<file path="config.mk">
export PLATFORM = sky130hd
export DESIGN_NAME = sbus_frame_decoder_flat
export DESIGN_NICKNAME = d
export VERILOG_FILES = /design/src/design/sbusd_pkg.sv /design/src/design/sbusd_if.sv /design/src/design/sbusd_datapath.sv /design/src/design/sbusd_ctrl.sv /design/src/design/sbus_frame_decoder.sv /design/src/flat_wrapper.sv
export SDC_FILE = /design/constraint.sdc
export NUM_CORES = 1
export LEC_CHECK = 0
export ABC_AREA = 0
export ABC_CLOCK_PERIOD_IN_PS = 4300
export BUFFER_PORTS_ARGS = -buffer_cell sky130_fd_sc_hd__buf_2
export CORE_MARGIN = 3
export CORE_UTILIZATION = 50
export DETAILED_ROUTE_END_ITERATION = 10
export PLACE_DENSITY = 0.7
export SLEW_MARGIN = 30
export SYNTH_ARGS = -nofsm -noshare
export SYNTH_HDL_FRONTEND = slang
export SYNTH_HIERARCHICAL = 1
export SYNTH_SLANG_ARGS = --single-unit
</file>
<file path="constraint.sdc">
create_clock -name clk -period 4.3 [get_ports clk]
set_input_delay 0.86 -clock clk [delete_from_list [all_inputs] [get_ports clk]]
set_output_delay 0.86 -clock clk [all_outputs]
set_load 0.01 [all_outputs]
</file>
<file path="src/design/sbusd_pkg.sv">
// ----------------------------------------------------------------------------
// sbusd_pkg
// Shared constants and controller/datapath signal groups of the serial-bus
// frame decoder.
// ----------------------------------------------------------------------------
package sbusd_pkg;

    localparam int CHANNEL_COUNT = 16;
    localparam int FRAME_BYTES   = 25;

    localparam int BYTE_W        = 8;
    localparam int CHAN_BITS     = 11;
    localparam int CHAN_IDX_W    = 4;
    localparam int POS_W         = 5;

    // byte 0 header, 1..22 packed channels, 23 flags, 24 end byte
    localparam int PACKED_BYTES  = FRAME_BYTES - 3;
    localparam int PACKED_BITS   = PACKED_BYTES * BYTE_W;
    localparam int FLAGS_POS     = FRAME_BYTES - 2;
    localparam int END_POS       = FRAME_BYTES - 1;

    localparam logic [BYTE_W-1:0] HDR_BYTE = 8'h0F;
    localparam logic [BYTE_W-1:0] END_BYTE = 8'h00;

    typedef struct packed {
        logic byte_shift;
        logic flags_load;
        logic chan_start;
        logic chan_next;
    } dp_cmd_t;

    typedef struct packed {
        logic rx_is_header;
        logic rx_is_end;
        logic chan_last;
    } dp_stat_t;

endpackage

</file>
<file path="src/design/sbusd_if.sv">
// ----------------------------------------------------------------------------
// sbusd_if
// Valid/ready channels of the frame decoder: received bytes in, channel
// results out.
// ----------------------------------------------------------------------------
interface sbusd_in_if;
    logic                           valid;
    logic                           ready;
    logic [sbusd_pkg::BYTE_W-1:0]   rx_byte;

    modport source (output valid, output rx_byte, input ready);
    modport sink (input valid, input rx_byte, output ready);
endinterface

interface sbusd_out_if;
    logic                               valid;
    logic                               ready;
    logic [sbusd_pkg::CHAN_IDX_W-1:0]   channel_index;
    logic [sbusd_pkg::CHAN_BITS-1:0]    channel_value;
    logic [sbusd_pkg::BYTE_W-1:0]       frame_flags;
    logic                               last_of_frame;

    modport source (output valid, output channel_index, output channel_value,
                    output frame_flags, output last_of_frame, input ready);
    modport sink (input valid, input channel_index, input channel_value,
                  input frame_flags, input last_of_frame, output ready);
endinterface

</file>
<file path="src/design/sbusd_datapath.sv">
// ----------------------------------------------------------------------------
// sbusd_datapath
// Packed-byte shift register, flags register and channel counter. Bytes
// shift in little-endian; channels shift out 11 bits per result transfer.
// ----------------------------------------------------------------------------
module sbusd_datapath (
    input  logic                               clk,
    input  logic [sbusd_pkg::BYTE_W-1:0]       rx_byte,
    input  sbusd_pkg::dp_cmd_t                 cmd,
    output sbusd_pkg::dp_stat_t                status,
    output logic [sbusd_pkg::CHAN_IDX_W-1:0]   channel_index,
    output logic [sbusd_pkg::CHAN_BITS-1:0]    channel_value,
    output logic [sbusd_pkg::BYTE_W-1:0]       frame_flags,
    output logic                               last_of_frame
);
    import sbusd_pkg::*;

    logic [PACKED_BITS-1:0] packed_reg;
    logic [BYTE_W-1:0]      flags_reg;
    logic [CHAN_IDX_W-1:0]  chan_idx_reg;
    logic                   chan_last;

    always_ff @(posedge clk)
    begin
        // first byte of the frame ends up in the low bits
        if (cmd.byte_shift)
        begin
            packed_reg <= {rx_byte, packed_reg[PACKED_BITS-1:BYTE_W]};
        end
        else if (cmd.chan_next)
        begin
            packed_reg <= {{CHAN_BITS{1'b0}}, packed_reg[PACKED_BITS-1:CHAN_BITS]};
        end
    end

    always_ff @(posedge clk)
    begin
        if (cmd.flags_load)
        begin
            flags_reg <= rx_byte;
        end
    end

    always_ff @(posedge clk)
    begin
        if (cmd.chan_start)
        begin
            chan_idx_reg <= '0;
        end
        else if (cmd.chan_next)
        begin
            chan_idx_reg <= chan_idx_reg + CHAN_IDX_W'(1);
        end
    end

    assign chan_last           = (chan_idx_reg == CHAN_IDX_W'(CHANNEL_COUNT - 1));
    assign status.rx_is_header = (rx_byte == HDR_BYTE);
    assign status.rx_is_end    = (rx_byte == END_BYTE);
    assign status.chan_last    = chan_last;

    assign channel_index = chan_idx_reg;
    assign channel_value = packed_reg[CHAN_BITS-1:0];
    assign frame_flags   = flags_reg;
    assign last_of_frame = chan_last;

endmodule

</file>
<file path="src/design/sbusd_ctrl.sv">
// ----------------------------------------------------------------------------
// sbusd_ctrl
// Frame controller: header hunt, byte position tracking, end-byte check and
// sequencing of the channel results. Holds the receive enable register.
// ----------------------------------------------------------------------------
module sbusd_ctrl (
    input  logic                   clk,
    input  logic                   rst_n,
    input  logic                   cfg_we,
    input  logic                   cfg_wdata,
    input  logic                   in_valid,
    output logic                   in_ready,
    output logic                   out_valid,
    input  logic                   out_ready,
    input  sbusd_pkg::dp_stat_t    status,
    output sbusd_pkg::dp_cmd_t     cmd
);
    import sbusd_pkg::*;

    localparam logic [1:0] ST_HUNT    = 2'd0;
    localparam logic [1:0] ST_COLLECT = 2'd1;
    localparam logic [1:0] ST_EMIT    = 2'd2;

    logic [1:0]       state_reg;
    logic [1:0]       state_next;
    logic [POS_W-1:0] pos_reg;
    logic [POS_W-1:0] pos_next;
    logic             enable_reg;
    logic             take;

    assign in_ready  = (state_reg != ST_EMIT);
    assign out_valid = (state_reg == ST_EMIT);
    // with receive disabled a transfer still completes, the byte is dropped
    assign take      = in_valid && in_ready && enable_reg;

    always_comb
    begin
        state_next = state_reg;
        pos_next   = pos_reg;
        cmd        = '0;
        unique case (state_reg)
            ST_HUNT:
            begin
                if (take && status.rx_is_header)
                begin
                    pos_next   = POS_W'(1);
                    state_next = ST_COLLECT;
                end
            end
            ST_COLLECT:
            begin
                if (take)
                begin
                    if (pos_reg <= POS_W'(PACKED_BYTES))
                    begin
                        cmd.byte_shift = 1'b1;
                        pos_next       = pos_reg + POS_W'(1);
                    end
                    else if (pos_reg == POS_W'(FLAGS_POS))
                    begin
                        cmd.flags_load = 1'b1;
                        pos_next       = pos_reg + POS_W'(1);
                    end
                    else
                    begin
                        // end byte: a bad one drops the frame
                        pos_next = '0;
                        if (status.rx_is_end)
                        begin
                            cmd.chan_start = 1'b1;
                            state_next     = ST_EMIT;
                        end
                        else
                        begin
                            state_next = ST_HUNT;
                        end
                    end
                end
            end
            ST_EMIT:
            begin
                if (out_ready)
                begin
                    cmd.chan_next = 1'b1;
                    if (status.chan_last)
                    begin
                        state_next = ST_HUNT;
                    end
                end
            end
            default:
            begin
                state_next = ST_HUNT;
                pos_next   = '0;
            end
        endcase
    end

    always_ff @(posedge clk or negedge rst_n)
    begin
        if (!rst_n)
        begin
            state_reg  <= ST_HUNT;
            pos_reg    <= '0;
            enable_reg <= 1'b1;
        end
        else
        begin
            state_reg <= state_next;
            pos_reg   <= pos_next;
            if (cfg_we)
            begin
                enable_reg <= cfg_wdata;
            end
        end
    end

    a_pos_range: assert property (@(posedge clk) disable iff (!rst_n)
        pos_reg <= POS_W'(END_POS))
        else $error("byte position beyond end byte");

    a_hunt_pos: assert property (@(posedge clk) disable iff (!rst_n)
        (state_reg != ST_COLLECT) |-> (pos_reg == '0))
        else $error("byte position not cleared outside a frame");

    a_last_ends: assert property (@(posedge clk) disable iff (!rst_n)
        (out_valid && out_ready && status.chan_last) |=> !out_valid)
        else $error("results continue after last channel");

    a_start_emits: assert property (@(posedge clk) disable iff (!rst_n)
        cmd.chan_start |=> (out_valid && in_ready == 1'b0))
        else $error("good end byte did not start result output");

    a_disabled_holds: assert property (@(posedge clk) disable iff (!rst_n)
        (in_valid && in_ready && !enable_reg) |=>
            ($stable(pos_reg) && $stable(state_reg)))
        else $error("frame state moved while receive disabled");

endmodule

</file>
<file path="src/design/sbus_frame_decoder.sv">
// latency: a good end byte gives its first channel result in the next cycle
// throughput: one byte per cycle while collecting; a good frame then emits 16
//   results, one per cycle with ready high, and input is held off meanwhile
// the 176-bit packed shift register shifting one channel per transfer sets this
// reset: asynchronous, active low; hunting for header, receive enabled
// ----------------------------------------------------------------------------
// sbus_frame_decoder
// Serial-bus frame decoder: hunts for the header, collects a 25-byte frame
// and unpacks sixteen 11-bit channels with the frame flags attached.
// ----------------------------------------------------------------------------
module sbus_frame_decoder (
    input  logic          clk,
    input  logic          rst_n,
    input  logic          cfg_we,
    input  logic          cfg_wdata,
    sbusd_in_if.sink      rx,
    sbusd_out_if.source   chan
);
    import sbusd_pkg::*;

    dp_cmd_t  cmd;
    dp_stat_t status;

    sbusd_ctrl u_ctrl (
        .clk       (clk),
        .rst_n     (rst_n),
        .cfg_we    (cfg_we),
        .cfg_wdata (cfg_wdata),
        .in_valid  (rx.valid),
        .in_ready  (rx.ready),
        .out_valid (chan.valid),
        .out_ready (chan.ready),
        .status    (status),
        .cmd       (cmd)
    );

    sbusd_datapath u_datapath (
        .clk           (clk),
        .rx_byte       (rx.rx_byte),
        .cmd           (cmd),
        .status        (status),
        .channel_index (chan.channel_index),
        .channel_value (chan.channel_value),
        .frame_flags   (chan.frame_flags),
        .last_of_frame (chan.last_of_frame)
    );

endmodule
</file>
<file path="src/flat_wrapper.sv">
// flat-port wrapper written by rule: the top's interface ports become plain ports
module sbus_frame_decoder_flat import sbusd_pkg::*;
  (clk, rst_n, cfg_we, cfg_wdata, rx_valid, rx_rx_byte, rx_ready, chan_valid, chan_channel_index, chan_channel_value, chan_frame_flags, chan_last_of_frame, chan_ready);
  sbusd_in_if rx_i ();
  sbusd_out_if chan_i ();
  input  logic clk;
  input  logic rst_n;
  input  logic cfg_we;
  input  logic cfg_wdata;
  input wire logic [$bits(rx_i.valid)-1:0] rx_valid;
  input wire logic [$bits(rx_i.rx_byte)-1:0] rx_rx_byte;
  output wire logic [$bits(rx_i.ready)-1:0] rx_ready;
  output wire logic [$bits(chan_i.valid)-1:0] chan_valid;
  output wire logic [$bits(chan_i.channel_index)-1:0] chan_channel_index;
  output wire logic [$bits(chan_i.channel_value)-1:0] chan_channel_value;
  output wire logic [$bits(chan_i.frame_flags)-1:0] chan_frame_flags;
  output wire logic [$bits(chan_i.last_of_frame)-1:0] chan_last_of_frame;
  input wire logic [$bits(chan_i.ready)-1:0] chan_ready;
  assign rx_i.valid = rx_valid;
  assign rx_i.rx_byte = rx_rx_byte;
  assign rx_ready = rx_i.ready;
  assign chan_valid = chan_i.valid;
  assign chan_channel_index = chan_i.channel_index;
  assign chan_channel_value = chan_i.channel_value;
  assign chan_frame_flags = chan_i.frame_flags;
  assign chan_last_of_frame = chan_i.last_of_frame;
  assign chan_i.ready = chan_ready;
  sbus_frame_decoder u_core (.clk(clk), .rst_n(rst_n), .cfg_we(cfg_we), .cfg_wdata(cfg_wdata), .rx(rx_i), .chan(chan_i));
endmodule
</file>
==> results.md <==
* Status: complete, no violations
* Critical path type: register to register
* IO Pins at 40
* R2R Path End: u_core/u_datapath/packed_reg[6]$_DFFE_PP_
* CTS Buf Count at 17
* Register area share after synthesis at 0.653
* Fmax achieved at 0.407 GHz
* CP max-delay cell: dfstp_2
* Reg-to-Reg Start: u_core/u_ctrl/enable_reg$_DFFE_PN1P_
* Number of remaining DRC errors at 0
* Synth Net Count at just under 500
* Post-Route WL at roughly 12000 um
* Ys async rst share at 0.0408
* Skew-Pair Late Insertion Delay at 0.43 ns
* Power per cell area at around 380 nW/um2
* Main combinational cell family by area after synthesis: multiplexers
* Die width at 139 um
* Yosys reg bits at around 200
* Synthesized area at ~8900 um2
* Final setup vio count at 0
* Most instantiated library cell after synthesis: edfxtp_1
* CTS tree: built
* Adder-Cell Fraction of Synth Area at 0.00422
* Post-synth top flop: edfxtp_1
* R2R Setup Slk at roughly 1.8 ns
* Clk sinks at between 150 and 200
* Port buffer count at 39
* Post-synth top area share at 0.621
* GRT Overall Usage at 0.131
* Synth cell types at 46
* Seq pwr share at 0.576
* H-tree depth at 4
* Fraction of layout cells with a size suffix above 1 at 0.481
* Largest net degree at the start of global routing at 95
* Post-synth top cells: edfxtp_1, mux2_4, mux2_2
* Compound-Gate Fraction of Synth Area at 0.0188
* Combinational Power Share at 0.033
* DRT Pass-1 Iters at 4
* Setup Skew at 0.00770 ns
* Row count at 48
* Crit-path max cell delay at ~0.55 ns
* CP arrival at between 2 and 3 ns
* CP Max Fanout at 94
* Clk buf depth at 2
* Via count at about 4000
* Layout Cells excl Fill at 736
* Initial Utilization at 0.512
* GRT overflow at 0
* Net Sw Frac at 0.202
* Die area at around 19000 um2
* Setup repair bufs after CTS at 0
* Endpoints failing hold at 0
* Final GP Congestion at approximately 0.80
* P_sw at ~0.75 mW
* DR vias/cell at 5.39
* Pins Over Slew Limit at 0
* Drt first-iter violations at a little over 300
* Post-synthesis mux area share at 0.255
* Die Y at roughly 140 um
* Largest area contributor in the netlist: edfxtp_1
* Startpoint Class: register
* Max Cap Viol at 0
* Worst rel slew slack at 0.587
* Layout Nets at 515
* # diodes at 0
* Synthesis Warnings at 6
* Vias in the first global route at 4145
* LEAKAGE at roughly 3.3 nW
* RSZ-0062 raised after global routing: false
* Int Power at between 2 and 3 mW
* DRT antenna net count at 0
* CP Cell Sequence: and2_0, nand2_1, a21oi_4, buf_12, mux2_2
* Fin crit share at 0.571
* Synth top area cells: edfxtp_1, mux2_4, mux2_2, dfrtp_1, buf_6
* Worst Setup SP: u_core/u_ctrl/enable_reg$_DFFE_PN1P_
* Detailed-placement wirelength estimate at 7630 um
* Setup_tns at 0 ns
* Syn Inst Count at ~470
* Hold Path Class: input port to async pin
* VDD IR-drop max at 0.276 mV
* Setup crit end kind: register
* Routed wire length per instance at between 15 and 20 um
* Cells after DPL at 704
* Post-CTS Hold Fix Bufs at 0
* PostCTS Resize Cnt at 0
* CP Data Required Time at 4.47 ns
* Tightest Pin Transition at 0.616 ns
* Core area at approximately 17000 um2
* Layout fillers at between 1000 and 1500
* Syn-to-layout area delta at 8.99%
* Clock power frac at 0.391
* Clock transition at path regs at 0.07 ns
* Syn Area/Cell at between 15 and 20 um2
* Max reg flops at roughly 180
* Final min period at 2.46 ns
* First-pass GRT wire length at 20600 um
* Post-synthesis xor/xnor area fraction at 0.000985
* Post-synth EDFFs at approximately 180
* Initial antenna violation count at 0
* Post-Synth Simple-Gate Area at 0.0308
* Root buf cell: clkbuf_16
* R2R cell count at 5
-- routing by layer --
| layer | vias to the layer above | routed length, um | GRT usage |
|---|---|---|---|
| met5 | - | 0 | 0 |
| met4 | 0 | 215 | 0.0484 |
| li1 | 1870 | - | - |
| met3 | 16 | 340 | 0.0364 |
| met1 | 2040 | 5430 | 0.165 |
| met2 | 40 | 6370 | 0.216 |
-- cells by family (layout without fill, tap and decap cells) --
logic type	after synthesis	count (layout)
AOI/OAI and AO/OA	20	20
xor gates and xnor gates	1	1
adders and majority gates	3	3
buffers and inverters	40	79
DFF	196	196
muxes	168	168
and+or+nand+nor	44	44
-- how the worst max path moves through the flow --
stage / endpoint / slack [ns] / depth (start not counted)
5_1_grt: u_core/u_datapath/packed_reg[13]$_DFFE_PP_ / 1.74 / 5
3_5_place_dp: u_core/u_datapath/packed_reg[32]$_DFFE_PP_ / 1.44 / 6
2_1_floorplan: u_core/u_datapath/packed_reg[0]$_DFFE_PP_ / 0.81 / 7
3_3_place_gp: u_core/u_datapath/packed_reg[20]$_DFFE_PP_ / 1.48 / 6
4_1_cts: u_core/u_datapath/packed_reg[32]$_DFFE_PP_ / 1.85 / 5
6_report: u_core/u_datapath/packed_reg[6]$_DFFE_PP_ / 1.84 / 5
-- layout by cell type (no fill, tap or decap), drive strengths merged, types with 3 or more instances in the layout --
cell type / Yosys / final
nor2: 5 / 5
and2: 13 / 13
clkinv: 0 / 8
ha: 3 / 3
a21oi: 4 / 4
clkinvlp: 0 / 4
edfxtp: 184 / 184
dfrtp: 7 / 7
buf: 33 / 43
dfxtp: 4 / 4
nand2: 4 / 4
nor2b: 4 / 4
inv: 4 / 6
clkbuf: 3 / 17
nand4b: 4 / 4
mux2: 167 / 167
-- stage by stage --
stage	utilization	setup WS [ns]	hold WS [ns]	instance area, um2	power [mW]
final	0.559	1.84	0.269	9690	3.69
after global placement	0.527	1.48	0.528	9150	2.28
after CTS	0.558	1.85	0.249	9690	3.74
after global routing	0.559	1.74	0.260	9690	3.82
after floorplan	-	0.812	0.501	8900	2.26
after detailed placement	0.527	1.44	0.544	9150	2.29
-- final cells by class --
type | count | area (um2) | share of cell area
Clock buffer | 17 | 425 | 0.0439
Clock inverter | 15 | 114 | 0.0117
Inverter | 4 | 15.0 | 0.00155
Multi-Input combinational cell | 236 | 2780 | 0.286
Sequential cell | 196 | 5810 | 0.599
Tap cell | 225 | 282 | 0.0290
Timing Repair Buffer | 43 | 275 | 0.0284
-- worst max-delay path: cells and delay by family, from the launching register on --
family,cells,cell delay (ns)
AOI/OAI and AO/OA,1,0.23
buffers and inverters,1,0.51
DFF,1,0.55
muxes,1,0.41
and+or+nand+nor,2,0.45
-- power groups by stage --
stage | registers, mW | clock network [mW] | logic [mW]
after floorplan | 2.16 | 0 | 0.109
after global placement | 2.17 | 0 | 0.118
after detailed placement | 2.17 | 0 | 0.123
after CTS | 2.13 | 1.49 | 0.123
after global routing | 2.13 | 1.56 | 0.135
final | 2.13 | 1.44 | 0.122
Note: power is estimated with default switching activity, not from simulation.
